===== src/hw/rtl/ds18_pkg.sv =====
package ds18_pkg;

  // Scratchpad layout
  localparam int unsigned FRAME_BYTES = 9;
  localparam int unsigned IDX_W = 4;
  localparam logic [IDX_W-1:0] IDX_RAW_LOW   = 4'd0;
  localparam logic [IDX_W-1:0] IDX_RAW_HIGH  = 4'd1;
  localparam logic [IDX_W-1:0] IDX_COUNT_REM = 4'd6;
  localparam logic [IDX_W-1:0] IDX_RESERVED  = 4'd7;
  localparam logic [IDX_W-1:0] IDX_LAST      = 4'(FRAME_BYTES - 1);
  localparam logic [IDX_W-1:0] IDX_DONE      = 4'(FRAME_BYTES);

  localparam logic [7:0] CRC_POLY       = 8'h8C;
  localparam logic [7:0] RESERVED_VALUE = 8'h10;
  localparam logic [7:0] S20_FAMILY     = 8'h10;
  localparam logic [7:0] FAMILY_RESET   = 8'd40;

  localparam logic signed [15:0] ERROR_TEMP = -16'sd6000;

  // Result status codes
  localparam logic [1:0] STATUS_OK       = 2'd0;
  localparam logic [1:0] STATUS_CRC_ERR  = 2'd1;
  localparam logic [1:0] STATUS_RESV_ERR = 2'd2;

  // Captured scratchpad bytes
  typedef struct packed {
    logic [7:0] low;
    logic [7:0] high;
    logic [7:0] count_remain;
  } raw_bytes_t;

  // Per-item frame status toward the result stage
  typedef struct packed {
    logic done;
    logic crc_zero;
    logic reserved_ok;
  } frame_stat_t;

endpackage


===== src/hw/rtl/ds18x20_scratchpad_decode_unit.sv =====
// Scratchpad decoder for DS18x20-style temperature sensors. Feed the nine
// scratchpad bytes one item at a time, byte 0 first, with tuser high on byte 0
// of each frame (a high tuser mid-frame drops the frame in progress). After
// byte 8 one result item comes out: tdata is the temperature in 0.01 degree
// units, tuser the status (0 ok, 1 CRC error, 2 byte 7 not 0x10, both errors
// report -6000). Bytes after a complete frame without a new start are dropped.
// The block takes one item per cycle while the result side does not stall it;
// a byte goes through an input register, the CRC and temperature logic and a
// result register. A result held on the output stalls the input once the
// input register is full. The family register selects the S20 count-remain
// correction when set to 0x10; write it only while idle.
module ds18x20_scratchpad_decode_unit (
  input  logic        clk,
  input  logic        rst,
  // Configuration: sensor_family
  input  logic        cfg_wr_en,
  input  logic [7:0]  cfg_wr_data,
  // Input stream
  input  logic        s_axis_tvalid,
  output logic        s_axis_tready,
  input  logic [7:0]  s_axis_tdata,   // [7:0] data_byte
  input  logic        s_axis_tuser,   // [0] frame_start
  // Result stream
  output logic        m_axis_tvalid,
  input  logic        m_axis_tready,
  output logic [15:0] m_axis_tdata,   // [15:0] temperature_centi
  output logic [1:0]  m_axis_tuser    // [1:0] status
);
  import ds18_pkg::*;

  logic              in_valid;
  logic [7:0]        in_byte;
  logic              in_start;
  logic              advance;
  logic [7:0]        sensor_family;
  frame_stat_t       stat;
  raw_bytes_t        raw;
  logic signed [15:0] temp_ok;
  logic signed [15:0] temp_next;
  logic [1:0]        status_next;

  assign advance       = in_valid && (!m_axis_tvalid || m_axis_tready);
  assign s_axis_tready = !in_valid || advance;

  // Configuration register
  always_ff @(posedge clk) begin
    if (rst) begin
      sensor_family <= FAMILY_RESET;
    end else if (cfg_wr_en) begin
      sensor_family <= cfg_wr_data;
    end
  end

  // Input register
  always_ff @(posedge clk) begin
    if (rst) begin
      in_valid <= 1'b0;
    end else if (s_axis_tready) begin
      in_valid <= s_axis_tvalid;
    end
  end

  always_ff @(posedge clk) begin
    if (s_axis_tvalid && s_axis_tready) begin
      in_byte  <= s_axis_tdata;
      in_start <= s_axis_tuser;
    end
  end

  ds18_frame u_frame (
    .clk   (clk),
    .rst   (rst),
    .step  (advance),
    .data  (in_byte),
    .start (in_start),
    .stat  (stat),
    .raw   (raw)
  );

  ds18_temp_conv u_conv (
    .raw               (raw),
    .sensor_family     (sensor_family),
    .temperature_centi (temp_ok)
  );

  // Result selection
  always_comb begin
    if (!stat.crc_zero) begin
      temp_next   = ERROR_TEMP;
      status_next = STATUS_CRC_ERR;
    end else if (!stat.reserved_ok) begin
      temp_next   = ERROR_TEMP;
      status_next = STATUS_RESV_ERR;
    end else begin
      temp_next   = temp_ok;
      status_next = STATUS_OK;
    end
  end

  // Result register
  always_ff @(posedge clk) begin
    if (rst) begin
      m_axis_tvalid <= 1'b0;
    end else if (stat.done) begin
      m_axis_tvalid <= 1'b1;
    end else if (m_axis_tready) begin
      m_axis_tvalid <= 1'b0;
    end
  end

  always_ff @(posedge clk) begin
    if (stat.done) begin
      m_axis_tdata <= temp_next;
      m_axis_tuser <= status_next;
    end
  end

endmodule


===== src/hw/rtl/ds18_frame.sv =====
module ds18_frame (
  input  logic                   clk,
  input  logic                   rst,
  input  logic                   step,
  input  logic [7:0]             data,
  input  logic                   start,
  output ds18_pkg::frame_stat_t  stat,
  output ds18_pkg::raw_bytes_t   raw
);
  import ds18_pkg::*;

  logic [7:0]       crc_acc;
  logic [7:0]       crc_next;
  logic [IDX_W-1:0] byte_index;
  logic [IDX_W-1:0] idx_eff;
  logic [7:0]       crc_base;
  logic             active;
  logic             reserved_ok;

  // Reflected CRC-8, one byte
  function automatic logic [7:0] crc8_byte(input logic [7:0] crc, input logic [7:0] d);
    logic [7:0] c;
    c = crc ^ d;
    for (int k = 0; k < 8; k++) begin
      c = c[0] ? ((c >> 1) ^ CRC_POLY) : (c >> 1);
    end
    return c;
  endfunction

  // Frame start restarts the count and the CRC
  assign idx_eff  = start ? '0 : byte_index;
  assign crc_base = start ? '0 : crc_acc;
  assign active   = (idx_eff < IDX_DONE);
  assign crc_next = crc8_byte(crc_base, data);

  assign stat.done        = step && active && (idx_eff == IDX_LAST);
  assign stat.crc_zero    = (crc_next == 8'h00);
  assign stat.reserved_ok = reserved_ok;

  // Frame state
  always_ff @(posedge clk) begin
    if (rst) begin
      crc_acc          <= '0;
      byte_index       <= '0;
      raw.low          <= '0;
      raw.high         <= '0;
      raw.count_remain <= '0;
      reserved_ok      <= 1'b0;
    end else if (step) begin
      if (active) begin
        crc_acc    <= crc_next;
        byte_index <= idx_eff + 1'b1;
        case (idx_eff)
          IDX_RAW_LOW:   raw.low <= data;
          IDX_RAW_HIGH:  raw.high <= data;
          IDX_COUNT_REM: raw.count_remain <= data;
          IDX_RESERVED:  reserved_ok <= (data == RESERVED_VALUE);
          default: ;
        endcase
      end else begin
        crc_acc    <= crc_base;
        byte_index <= idx_eff;
      end
    end
  end

endmodule


===== src/hw/rtl/ds18_temp_conv.sv =====
module ds18_temp_conv (
  input  ds18_pkg::raw_bytes_t raw,
  input  logic [7:0]           sensor_family,
  output logic signed [15:0]   temperature_centi
);
  import ds18_pkg::*;

  logic              s20;
  logic [7:0]        hi;
  logic [7:0]        lo;
  logic [15:0]       raw_val;
  logic              neg;
  logic [15:0]       mag;
  logic [17:0]       scaled;
  logic signed [19:0] signed_t;
  logic signed [19:0] adj_t;

  assign s20 = (sensor_family == S20_FAMILY);

  // S20 rebuild from count_remain
  always_comb begin
    if (s20) begin
      hi = (raw.high & 8'hF8) + ((raw.low >> 5) & 8'h07);
      lo = ((raw.low << 3) & 8'hF0) + (8'd16 - raw.count_remain);
    end else begin
      hi = raw.high;
      lo = raw.low;
    end
  end

  assign raw_val = {hi, lo};
  assign neg     = hi[7];
  assign mag     = neg ? (16'd0 - raw_val) : raw_val;

  // m*6 + m/4
  assign scaled = {mag, 2'b00} + {1'b0, mag, 1'b0} + {4'b0000, mag[15:2]};

  assign signed_t = neg ? -$signed({2'b00, scaled}) : $signed({2'b00, scaled});
  assign adj_t    = s20 ? (signed_t - 20'sd25) : signed_t;

  // Saturate to 16 bits
  always_comb begin
    if (adj_t > 20'sd32767) begin
      temperature_centi = 16'sh7FFF;
    end else if (adj_t < -20'sd32768) begin
      temperature_centi = -16'sh8000;
    end else begin
      temperature_centi = adj_t[15:0];
    end
  end

endmodule


===== config.mk =====
export PLATFORM = sky130hd
export DESIGN_NAME = ds18x20_scratchpad_decode_unit
export DESIGN_NICKNAME = d
export VERILOG_FILES = /design/src/hw/rtl/ds18_pkg.sv /design/src/hw/rtl/ds18x20_scratchpad_decode_unit.sv /design/src/hw/rtl/ds18_frame.sv /design/src/hw/rtl/ds18_temp_conv.sv
export SDC_FILE = /design/constraint.sdc
export NUM_CORES = 1
export LEC_CHECK = 0
export ABC_AREA = 1
export ABC_CLOCK_PERIOD_IN_PS = 7000
export BUFFER_PORTS_ARGS = -buffer_cell sky130_fd_sc_hd__buf_2
export CELL_PAD_IN_SITES_DETAIL_PLACEMENT = 2
export CELL_PAD_IN_SITES_GLOBAL_PLACEMENT = 2
export CORE_MARGIN = 10
export CORE_UTILIZATION = 35
export DETAILED_ROUTE_END_ITERATION = 8
export PLACE_DENSITY_LB_ADDON = 0.1
export SYNTH_ARGS = -nofsm -noshare
export SYNTH_HDL_FRONTEND = slang
export SYNTH_SLANG_ARGS = --single-unit

===== constraint.sdc =====
create_clock -name clk -period 7 [get_ports clk]
set_input_delay 0.7 -clock clk [delete_from_list [all_inputs] [get_ports clk]]
set_output_delay 0.7 -clock clk [all_outputs]
set_load 0.01 [all_outputs]

==> flow_metrics.py, run 1 <==
metrics = {
    "clock_network": {
        "h-tree-depth": 3,
        "clock_sinks": 74,
        "cts_tree": "built",
        "root_buffer": "clkbuf_16",
        "cts_inserted_buffers": 9,
        "clk_latency_ps": 350,
        "clockBufferDepth": 2,
        "clk_pin_slew_ps": 70,
    },
    "min_path": {
        "timing.hold.worst.class": "register to register",
    },
    "synth": {
        "ys_async_sr_fraction_pct": 0,
        "synthTopCellsByCount": "nand2_1 (213), inv_1 (140), nor2_1 (85), nand3_1 (70), o21ai_0 (63)",
        "synth_area_leaders": "dfxtp_1 (15%), edfxtp_1 (13%), nand2_1 (13%)",
        "syn_nets": 1004,
        "ys_warn_count": 0,
        "netlist.area_leader.share_pct": 14.89,
        "synth_xor_area_share_pct": 8.828,
        "synth_top_family_by_area": "simple AND/OR/NAND/NOR gates",
        "ys_seq_area_share_pct": 27.71,
        "synth.largest_area_cell": "dfxtp_1",
        "synth_most_common_cell": "nand2_1",
        "synthMuxAreaShare_pct": 0,
        "synth_fa_ha_area_share_pct": 10.02,
        "synth-simple-area-share_pct": 31.14,
        "ys_types": 44,
        "netlist_area_um2": 6321,
        "synth_enable_flop_cells": 27,
        "synth_compound_area_share_pct": 11.52,
        "postSynthAreaPerCell_um2": 6.760,
        "synthCells": 935,
        "synth_ff_type": "dfxtp_1",
        "ys_seq_elements": 74,
    },
    "critical_path": {
        "worstPathMaxFanout": 6,
        "path_class": "register to register",
        "critPathTopFamily": "simple AND/OR/NAND/NOR gates",
        "critPathSlowestCell": "fa_1",
        "critical_path_buf_inv_count": 5,
        "required_ps": 7090,
        "slowest_delay_ps": 490,
        "crit_arrival_ps": 6320,
        "startpoint_type": "register",
        "endpoint_kind": "register",
        "path_common_cell": "nand2_1",
    },
    "routing": {
        "antenna_left": 0,
        "routed_via_density": 5.020,
        "vias": 6054,
        "wire_per_inst_um": 17.06,
        "drtIter0Drc": 179,
        "dr.pass1.iters": 4,
        "drc_errors": 0,
        "postRouteWirelength_um": 20570,
    },
    "floorplanning": {
        "die_w_um": 154.4,
        "initial_utilization_pct": 35.43,
        "dieArea_um2": 23840,
        "io_pins": 42,
        "rows": 49,
        "core_area_um2": 17840,
        "die_h_um": 154.4,
    },
    "job": {
        "cap_violations": 0,
    },
    "timing": {
        "hold_viol": 0,
        "max_clock_freq_ghz": 0.1606,
        "fin_ws_ps": 771.5,
        "fin_crit_ps": 6229,
        "slew_headroom_pct": 32.52,
        "slew_violations": 0,
        "timing.setup.tns_ps": 0,
        "fin_worst_skew_ps": 12.37,
        "worst_slew_pin_slew_ps": 1011,
        "setup_violations": 0,
        "timing.final.crit_share_pct": 88.98,
        "whs_ps": 458.6,
    },
    "place": {
        "placed_area_um2": 6756,
        "finalWeightedCongestion": 0.7955,
        "portBuffers": 41,
        "place_hpwl_um": 16340,
        "place_ws_ps": 583.4,
    },
    "grt": {
        "grt_pass1_vias": 6842,
        "grt_pass1_wl_um": 34550,
        "antenna_found_initial": 0,
        "grt_start_max_net_pins": 38,
        "grt_overflow": 0,
        "grt_use_total_pct": 17.54,
    },
    "run_status": {
        "status": "completed",
    },
    "final_layout": {
        "fin_nets": 1041,
        "antenna_cells": 0,
        "area_growth_pct": 12.19,
        "drive_above_1_share_pct": 13.92,
        "n_fill_cell": 2192,
        "final_cell_area_um2": 7092,
    },
    "pwr": {
        "p_total_mw": 1.460,
        "ir_drop_uv": 125.0,
        "leakagePower_nw": 3.529,
        "p_per_area_nw_per_um2": 205.8,
    },
}
## power by group
group	switching (mW)	internal [mW]
clock network	0.198	0.299
registers	0.0141	0.463
logic	0.327	0.160
## cell families (layout without fill, tap and decap cells)
group                      count (synthesis)  in the layout
and+or+nand+nor                          442            442
buffers and inverters                    176            218
adders and majority gates                 47             47
xor gates and xnor gates                  59             59
DFF                                       74             74
AOI/OAI and AO/OA                        137            137
## per-stage QoR
step                std cells  utilization [%]
global route             1206            39.75
CTS                      1206            39.64
global placement         1190            37.87
finish                   1206            39.75
floorplan                 935                -
detailed placement       1190            37.87
## registers in the layout, summed over array words and instances, names as in the netlist
register,count
u_frame.raw,24
m_axis_tdata,16
in_byte,8
sensor_family,8
u_frame.crc_acc,8
u_frame.byte_index,4
m_axis_tuser,2
in_start,1
in_valid,1
m_axis_tvalid,1
u_frame.reserved_ok,1
## worst min-delay path, delay by kind of cell (launching register included)
family / cells / cell delay [ps]
flip-flops: 1 / 310
buffers and inverters: 1 / 50
AO/OA/AOI/OAI: 1 / 50
## cells in the final DEF, fill, tap and decap left out, types with 24 or more instances in the layout
cell      synthesis  layout
nand2_1         213     213
inv_1           140     140
nor2_1           85      85
nand3_1          70      70
o21ai_0          63      62
a21oi_1          51      51
dfxtp_1          47      47
xor2_1           45      43
ha_1             41      41
buf_2             2      41
edfxtp_1         27      27
nand2_2          24      24
## final cells by class
| cell class | instances | area, um^2 | share of cell area, % |
|---|---|---|---|
| clock buffers | 11 | 254.0 | 3.582 |
| flip-flops and latches | 74 | 1752 | 24.70 |
| well taps | 229 | 286.5 | 4.040 |
| inverters | 157 | 589.3 | 8.310 |
| clock inverters | 5 | 61.31 | 0.8645 |
| repair buffers | 45 | 235.2 | 3.317 |
| multi-input cells | 685 | 3914 | 55.19 |
## per-layer routing
| metal | vias up | share of wire [%] | wire, um | track usage (%) |
|---|---|---|---|---|
| met2 | 47 | 53 | 11000 | 33.82 |
| met3 | 19 | 1.6 | 338 | 1.941 |
| met4 | 0 | 1.5 | 317 | 4.633 |
| li1 | 3044 | - | - | - |
| met5 | - | 0 | 0 | 0 |
| met1 | 2944 | 43 | 8917 | 19.74 |
## final timing paths
path,end,slack (ps),from,cells past startpoint
worst max-delay path,m_axis_tdata[14],770,u_frame.raw[18],37
worst min-delay path,sensor_family[1],460,sensor_family[1],2
worst max register to register,m_axis_tdata[14],770,u_frame.raw[18],37
worst min register to register,sensor_family[1],460,sensor_family[1],2
## repair_timing
| action | 4_1_cts | 5_1_grt |
|---|---|---|
| buffers inserted | 0 | 0 |
| endpoints found under the setup margin | 0 | 15 |
| resized for setup | 0 | 4 |
| hold buffers | 0 | 0 |
No activity file was read; power rests on OpenSTA's default activity.
==> run 2, diff against run 1 <==
CTS_BUF_LIST = sky130_fd_sc_hd__clkbuf_16   (was not set)
==> flow_metrics.py, run 2 (same netlist as run 1, synthesis figures left out) <==
metrics = {
    "run_status": {
        "status": "completed",
    },
    "critical_path": {
        "slowest_delay_ps": 490,
        "worstPathMaxFanout": 6,
        "critPathTopFamily": "simple AND/OR/NAND/NOR gates",
        "endpoint_kind": "register",
        "critical_path_buf_inv_count": 5,
        "critPathLaunch": "u_frame.raw[18]",
        "path_class": "register to register",
        "path_common_cell": "nand2_1",
        "timing.rr.start": "u_frame.raw[18]",
        "required_ps": 7090,
        "critPathSlowestCell": "fa_1",
        "startpoint_type": "register",
        "crit_arrival_ps": 6320,
    },
    "routing": {
        "drc_errors": 0,
        "drtIter0Drc": 179,
        "postRouteWirelength_um": 20570,
        "dr.pass1.iters": 4,
        "wire_per_inst_um": 17.06,
        "vias": 6053,
        "antenna_left": 0,
        "routed_via_density": 5.019,
    },
    "timing": {
        "hold_viol": 0,
        "fin_ws_ps": 771.1,
        "setup_violations": 0,
        "worst_slew_pin_slew_ps": 1011,
        "slew_violations": 0,
        "timing.final.crit_share_pct": 88.98,
        "timing.setup.tns_ps": 0,
        "slew_headroom_pct": 32.52,
        "max_clock_freq_ghz": 0.1605,
        "whs_ps": 458.6,
        "fin_crit_ps": 6229,
        "fin_worst_skew_ps": 12.60,
    },
    "clock_network": {
        "clock_sinks": 74,
        "post_cts_buffers": 0,
        "root_buffer": "clkbuf_16",
        "h-tree-depth": 3,
        "cts_hold_buf": 0,
        "cts_inserted_buffers": 9,
        "clk_pin_slew_ps": 70,
        "clk_latency_ps": 350,
        "postCtsResizedCells": 0,
        "clockBufferDepth": 2,
        "cts_tree": "built",
    },
    "floorplanning": {
        "initial_utilization_pct": 35.43,
        "io_pins": 42,
        "core_area_um2": 17840,
        "die_h_um": 154.4,
        "dieArea_um2": 23840,
        "die_w_um": 154.4,
        "rows": 49,
    },
    "final_layout": {
        "fin_nets": 1041,
        "final_common_cell": "nand2_1",
        "largest_reg_flops": 24,
        "final_cell_area_um2": 7092,
        "drive_above_1_share_pct": 13.92,
        "largest-register": "u_frame.raw",
        "layout_common_cells": "nand2_1 (213), inv_1 (141), nor2_1 (85)",
        "reg_top3": "u_frame.raw x24, m_axis_tdata x16",
        "antenna_cells": 0,
        "instances_no_fill": 1206,
        "area_growth_pct": 12.19,
    },
    "min_path": {
        "worstHoldStart": "sensor_family[1]",
        "timing.hold.worst.class": "register to register",
    },
    "place": {
        "placed_area_um2": 6756,
        "placed_cells": 1190,
        "finalWeightedCongestion": 0.7955,
        "place_ws_ps": 583.4,
        "place_hpwl_um": 16340,
        "portBuffers": 41,
    },
    "pwr": {
        "p_per_area_nw_per_um2": 205.6,
        "p_seq_share_pct": 32.7,
        "p_switching_mw": 0.5383,
        "swShare_pct": 36.91,
        "power_frac_comb_pct": 33.3,
        "power.internal_mw": 0.9201,
        "leakagePower_nw": 3.534,
        "power_frac_clock_pct": 34.0,
        "ir_drop_uv": 125.0,
    },
    "grt": {
        "grt_use_total_pct": 17.54,
        "grt_pass1_wl_um": 34550,
        "grt_pass1_vias": 6842,
        "grt_overflow": 0,
        "antenna_found_initial": 0,
        "grt_start_max_net_pins": 38,
    },
    "job": {
        "cap_violations": 0,
    },
}
## run 2: changes by cell type in the layout (fill, tap and decap cells not counted)
cell      delta
clkbuf_1     -1
inv_1        +1
## run 2: area by class of cell
type,instances,area [um^2]
clock inverter,6,65.06
inverter,157,589.3
clock buffer,10,250.2
multi-input combinational,685,3914
sequential,74,1752
timing repair buffer,45,235.2
tap,229,286.5
fill,2192,10750
## run 2: path summary, 6_finish.rpt
| kind | end | slack [ps] | cells after the start |
|---|---|---|---|
| worst max-delay path | m_axis_tdata[14] | 770 | 37 |
| worst min-delay path | sensor_family[1] | 460 | 2 |
| worst max register to register | m_axis_tdata[14] | 770 | 37 |
| worst min register to register | sensor_family[1] | 460 | 2 |
## run 2: per-stage QoR
step	power, mW	util [%]
6_report	1.458	39.75
5_1_grt	1.557	39.75
4_1_cts	1.475	39.64
3_5_place_dp	0.9697	37.87
3_3_place_gp	0.9478	37.87
2_1_floorplan	0.8456	-
## run 2: power by group through the flow
stage	Combinational [mW]	Sequential, mW	Clock (mW)
4_1_cts	0.494	0.477	0.505
3_5_place_dp	0.484	0.486	0
5_1_grt	0.557	0.479	0.521
3_3_place_gp	0.463	0.485	0
6_report	0.486	0.477	0.496
2_1_floorplan	0.366	0.480	0
## run 2: metal layers
layer	GRT usage [%]	part of all wire [%]	up-vias
li1	-	-	3044
met1	19.74	43	2943
met5	0	0	-
met3	1.941	1.6	19
met2	33.82	53	47
met4	4.633	1.5	0
## run 2: tightest hold or removal path, stage by stage, from the launching register on
cell and delay [ps]:
dfxtp_1 310, inv_2 50, a21oi_1 50
